==> config.mk <==
export PLATFORM = sky130hd
export DESIGN_NAME = chtbl_mod
export DESIGN_NICKNAME = d
export VERILOG_FILES = /design/src/sv/chtbl_pkg.sv /design/src/sv/chtbl_mod.sv
export SDC_FILE = /design/constraint.sdc
export NUM_CORES = 1
export LEC_CHECK = 0
export ABC_CLOCK_PERIOD_IN_PS = 3000
export BUFFER_PORTS_ARGS = -buffer_cell sky130_fd_sc_hd__buf_2
export CAP_MARGIN = 0
export CORE_ASPECT_RATIO = 0.9
export CORE_UTILIZATION = 54
export CTS_CLUSTER_DIAMETER = 50
export DETAILED_ROUTE_END_ITERATION = 6
export HOLD_SLACK_MARGIN = 0.1
export PLACE_DENSITY = 0.82
export SLEW_MARGIN = 30
export SYNTH_ARGS = -nofsm -noshare
export SYNTH_HDL_FRONTEND = slang
export SYNTH_SLANG_ARGS = --single-unit
export TNS_END_PERCENT = 1
==> constraint.sdc <==
create_clock -name clk -period 3 [get_ports clk]
set_input_delay 0.3 -clock clk [delete_from_list [all_inputs] [get_ports clk]]
set_output_delay 0.3 -clock clk [all_outputs]
set_load 0.02 [all_outputs]
==> src/sv/chtbl_pkg.sv <==
// Shared types, field widths and codes of the chained hash table.
package chtbl_pkg;

  localparam int CFG_W = 7;
  localparam int VAL_W = 32;
  localparam int SEL_W = 6;
  localparam int OP_W  = 2;
  localparam int ST_W  = 3;

  localparam logic [OP_W-1:0] OP_INSERT = 2'd0;
  localparam logic [OP_W-1:0] OP_REMOVE = 2'd1;
  localparam logic [OP_W-1:0] OP_LIST   = 2'd2;
  localparam logic [OP_W-1:0] OP_UNUSED = 2'd3;

  localparam logic [ST_W-1:0] ST_DONE      = 3'd0;
  localparam logic [ST_W-1:0] ST_NOT_FOUND = 3'd1;
  localparam logic [ST_W-1:0] ST_FULL      = 3'd2;
  localparam logic [ST_W-1:0] ST_LISTED    = 3'd3;
  localparam logic [ST_W-1:0] ST_EMPTY     = 3'd4;

  typedef enum logic [3:0] {
    S_CLEAR, S_IDLE, S_HASH, S_FREAD, S_FCHK, S_RD, S_CHK, S_SHRD, S_SHWR, S_OUT
  } state_t;

  typedef struct packed {
    logic             start;
    logic [VAL_W-1:0] dividend;
    logic [CFG_W-1:0] divisor;
  } mod_req_t;

  typedef struct packed {
    logic             done;
    logic [CFG_W-1:0] rem;
  } mod_rsp_t;

  typedef struct packed {
    logic [ST_W-1:0]  status;
    logic [VAL_W-1:0] entry;
    logic [SEL_W-1:0] bucket;
    logic             last;
  } result_t;

endpackage

==> src/sv/chtbl_mod.sv <==
// Iterative 32-bit modulo by the bucket count, one quotient bit per cycle.
module chtbl_mod (
  input  logic              clk,
  input  logic              rst_n,
  input  chtbl_pkg::mod_req_t req,
  output chtbl_pkg::mod_rsp_t rsp
);
  import chtbl_pkg::*;

  logic             busy_r, busy_nxt;
  logic             done_r, done_nxt;
  logic [4:0]       cnt_r, cnt_nxt;
  logic [VAL_W-1:0] dvd_r, dvd_nxt;
  logic [CFG_W-1:0] dvs_r, dvs_nxt;
  logic [CFG_W-1:0] rem_r, rem_nxt;
  logic [CFG_W:0]   trial;

  always_comb begin
    busy_nxt = busy_r;
    done_nxt = 1'b0;
    cnt_nxt  = cnt_r;
    dvd_nxt  = dvd_r;
    dvs_nxt  = dvs_r;
    rem_nxt  = rem_r;
    trial    = {rem_r, dvd_r[VAL_W-1]};
    if (req.start) begin
      busy_nxt = 1'b1;
      cnt_nxt  = 5'd31;
      dvd_nxt  = req.dividend;
      dvs_nxt  = req.divisor;
      rem_nxt  = '0;
    end else if (busy_r) begin
      if (trial >= {1'b0, dvs_r}) begin
        rem_nxt = CFG_W'(trial - {1'b0, dvs_r});
      end else begin
        rem_nxt = CFG_W'(trial);
      end
      dvd_nxt = {dvd_r[VAL_W-2:0], 1'b0};
      cnt_nxt = cnt_r - 5'd1;
      if (cnt_r == 5'd0) begin
        busy_nxt = 1'b0;
        done_nxt = 1'b1;
      end
    end
  end

  always_ff @(posedge clk) begin
    if (!rst_n) begin
      busy_r <= 1'b0;
      done_r <= 1'b0;
    end else begin
      busy_r <= busy_nxt;
      done_r <= done_nxt;
    end
    cnt_r <= cnt_nxt;
    dvd_r <= dvd_nxt;
    dvs_r <= dvs_nxt;
    rem_r <= rem_nxt;
  end

  assign rsp.done = done_r;
  assign rsp.rem  = rem_r;

endmodule

==> summary.txt <==
Setup Buffers After CTS: 0
pin count of the biggest net entering global routing: 34
CTS tree: done
Final nets: 291
Max IR drop VDD: 0.3539 mV
site row count: 23
Post-synth EDFFs: 39
Setup CP Type: register to register
Unique masters post-synth: 38
cell area power density: 567.3 nW/µm²
sequential share of power: 53.7%
drt first pass iters: 5
Avg Inst Size Synth: 13.34 µm²
DP Cell Count: 294
CTS Buf Count: 5
ys flop type: edfxtp_1
Crit Path Max Fanout: 9
sequential fraction of the synthesis area: 57.88%
asr flop ratio synth: 0%
boundary pin count: 50
Cell Chain, Critical Path: inv_1, ha_1, inv_1, fa_1, a211oi_2, o21ai_2, a41oi_4, buf_4, mux2i_1, a211oi_1
Die Height: 66.65 µm
Setup violations, final: 0
htree depth: 2
GR Overflow Total: 0
Worst-path clk slew: 0.09 ns
max-cap violations: 0
final cell count without fillers: 302
CP Capture Type: register
fillers: 332
Mapped Cells: 188
register bit count reported by yosys: 53
total core area: 4461 µm²
Antenna Cells: 0
switching part of the total: 24.70%
final wirelength: 4192 µm
final-report hold violation count: 0
headroom to the max-slew limit: 50.36%
DR iter-0 viols: 85
total track usage: 18.27%
WL/cell: 13.88 µm
CP most frequent cell: inv_1
final worst path period share: 79.70%
WP data arrival: 2.57 ns
Mapped Area: 2507 µm²
worst hold slack: 0.1662 ns
min Tclk post-route: 2.391 ns
ANT nets after route: 0
syn_nets: 240
CP required: 3.18 ns
Leak: 0.001201 µW
die area: 4920 µm²
critical path launch point type: register
most frequent cells in the layout: buf_2 (49), edfxtp_1 (39), mux2_2 (32)
Logic pwr share: 17.7%
leading cell type in the layout, fill and taps excluded: buf_2
Hold Path Class: input port to register
clock skew: 0.002874 ns
GPL Wtd Cong: 0.8037
vias in the first global route: 1442
I/O Buffers: 49
clock buffer depth: 2
Net Sw Power: 410.5 µW
root buf cell: clkbuf_8
Worst-Margin Slew: 0.7446 ns
area grow syn2layout: 16.82%
layout cell share with drive strength beyond 1: 40.42%
initial antenna violation count: 0
outcome: completed
Resized cells post-CTS: 0
half-perimeter wire length after placement: 2896 µm
Final Core Density: 65.67%
Peak Freq: 0.4182 GHz
global-route wire length before repair: 6637 µm
DR vias: 1571
slowest CP cell: fa_1
CP max stage delay: 0.41 ns
count of pins over their slew limit: 0
drt drc: 0
Int Power: 1251 µW
vias per inst: 5.202
CTS sink count: 53
Setup TNS: 0 ns
Hold-fix buffers, CTS: 0
Chip Width: 73.83 µm
clk_lat worst skew: 0.30 ns
clock share of power: 28.6%
initial core utilization: 56.21%
yosys warns: 0
RSZ-0062 raised after global routing: false
==> logic make-up after synthesis <==
| logic type | count (synthesis) | synth area share (%) |
|---|---|---|
| AO/OA/AOI/OAI | 21 | 6.737 |
| XOR/XNOR | 8 | 2.794 |
| adder cells (fa/ha/maj) | 10 | 5.290 |
| buffers and inverters | 19 | 2.994 |
| flip-flops | 53 | 57.88 |
| multiplexers | 36 | 15.97 |
| AND/OR/NAND/NOR | 41 | 8.334 |
==> routing by layer <==
metal	track usage, %	up-vias	part of all wire [%]
li1	-	782	-
met1	25.12	727	50
met2	26.72	55	44
met3	5.598	7	5.1
met4	7.452	0	1.3
met5	0	-	0
==> critical path, delay by kind of cell (launching register included) <==
family	cells	cell delay (ns)
compound gates	4	0.76
fa+ha+maj	2	0.57
buf+inv	3	0.35
flops	1	0.37
mux	1	0.22
==> flip-flops by register name, summed over array words and instances, names as in the netlist <==
name,cells
dvs_r,7
dvd_r,32
done_r,1
busy_r,1
cnt_r,5
rem_r,7
==> cells in the mapped netlist (3+ instances only) <==
library cell | count | area share, %
a211oi_1 | 5 | 1.5
a21oi_1 | 4 | 0.80
clkbuf_1 | 6 | 0.90
dfxtp_1 | 14 | 11
edfxtp_1 | 39 | 47
ha_1 | 9 | 4.5
inv_1 | 11 | 1.6
mux2_2 | 32 | 14
mux2i_1 | 4 | 1.6
nand2_1 | 8 | 1.2
nand2b_1 | 7 | 1.7
nor2_1 | 12 | 1.8
nor3_1 | 4 | 0.80
o21ai_0 | 3 | 0.60
xnor2_1 | 4 | 1.4
xor2_1 | 4 | 1.4
==> power groups by stage <==
stage          combinational [µW]  sequential, µW  clock, µW
2_1_floorplan                 201             911          0
4_1_cts                       295             892        490
3_5_place_dp                  292             908          0
3_3_place_gp                  286             906          0
5_1_grt                       325             900        516
6_report                      294             892        475
==> through the flow <==
stage | setup WS, ns | total power, µW | area, µm²
floorplan | 0.6207 | 1112 | 2507
global placement | 0.7087 | 1192 | 2819
detailed placement | 0.6342 | 1200 | 2819
CTS | 0.6125 | 1677 | 2929
global route | 0.4523 | 1740 | 2929
finish | 0.6091 | 1662 | 2929
==> path summary, 6_finish.rpt <==
check	startpoint	to	slack, ns	cells past startpoint
max	dvd_r[31]	rem_r[3]	0.61	10
min	req[4]	dvs_r[4]	0.17	1
max reg2reg	dvd_r[31]	rem_r[3]	0.61	10
min reg2reg	cnt_r[4]	cnt_r[4]	0.51	2
==> layout make-up <==
type | instances | area (µm²) | share of cell area, %
Sequential cell | 53 | 1451 | 49.55
Multi-Input combinational cell | 116 | 980.9 | 33.49
Clock inverter | 3 | 41.29 | 1.410
Timing Repair Buffer | 52 | 267.8 | 9.141
Inverter | 11 | 41.29 | 1.410
Tap cell | 62 | 77.57 | 2.648
Clock buffer | 5 | 68.82 | 2.349
No activity file was read; power rests on OpenSTA's default activity.
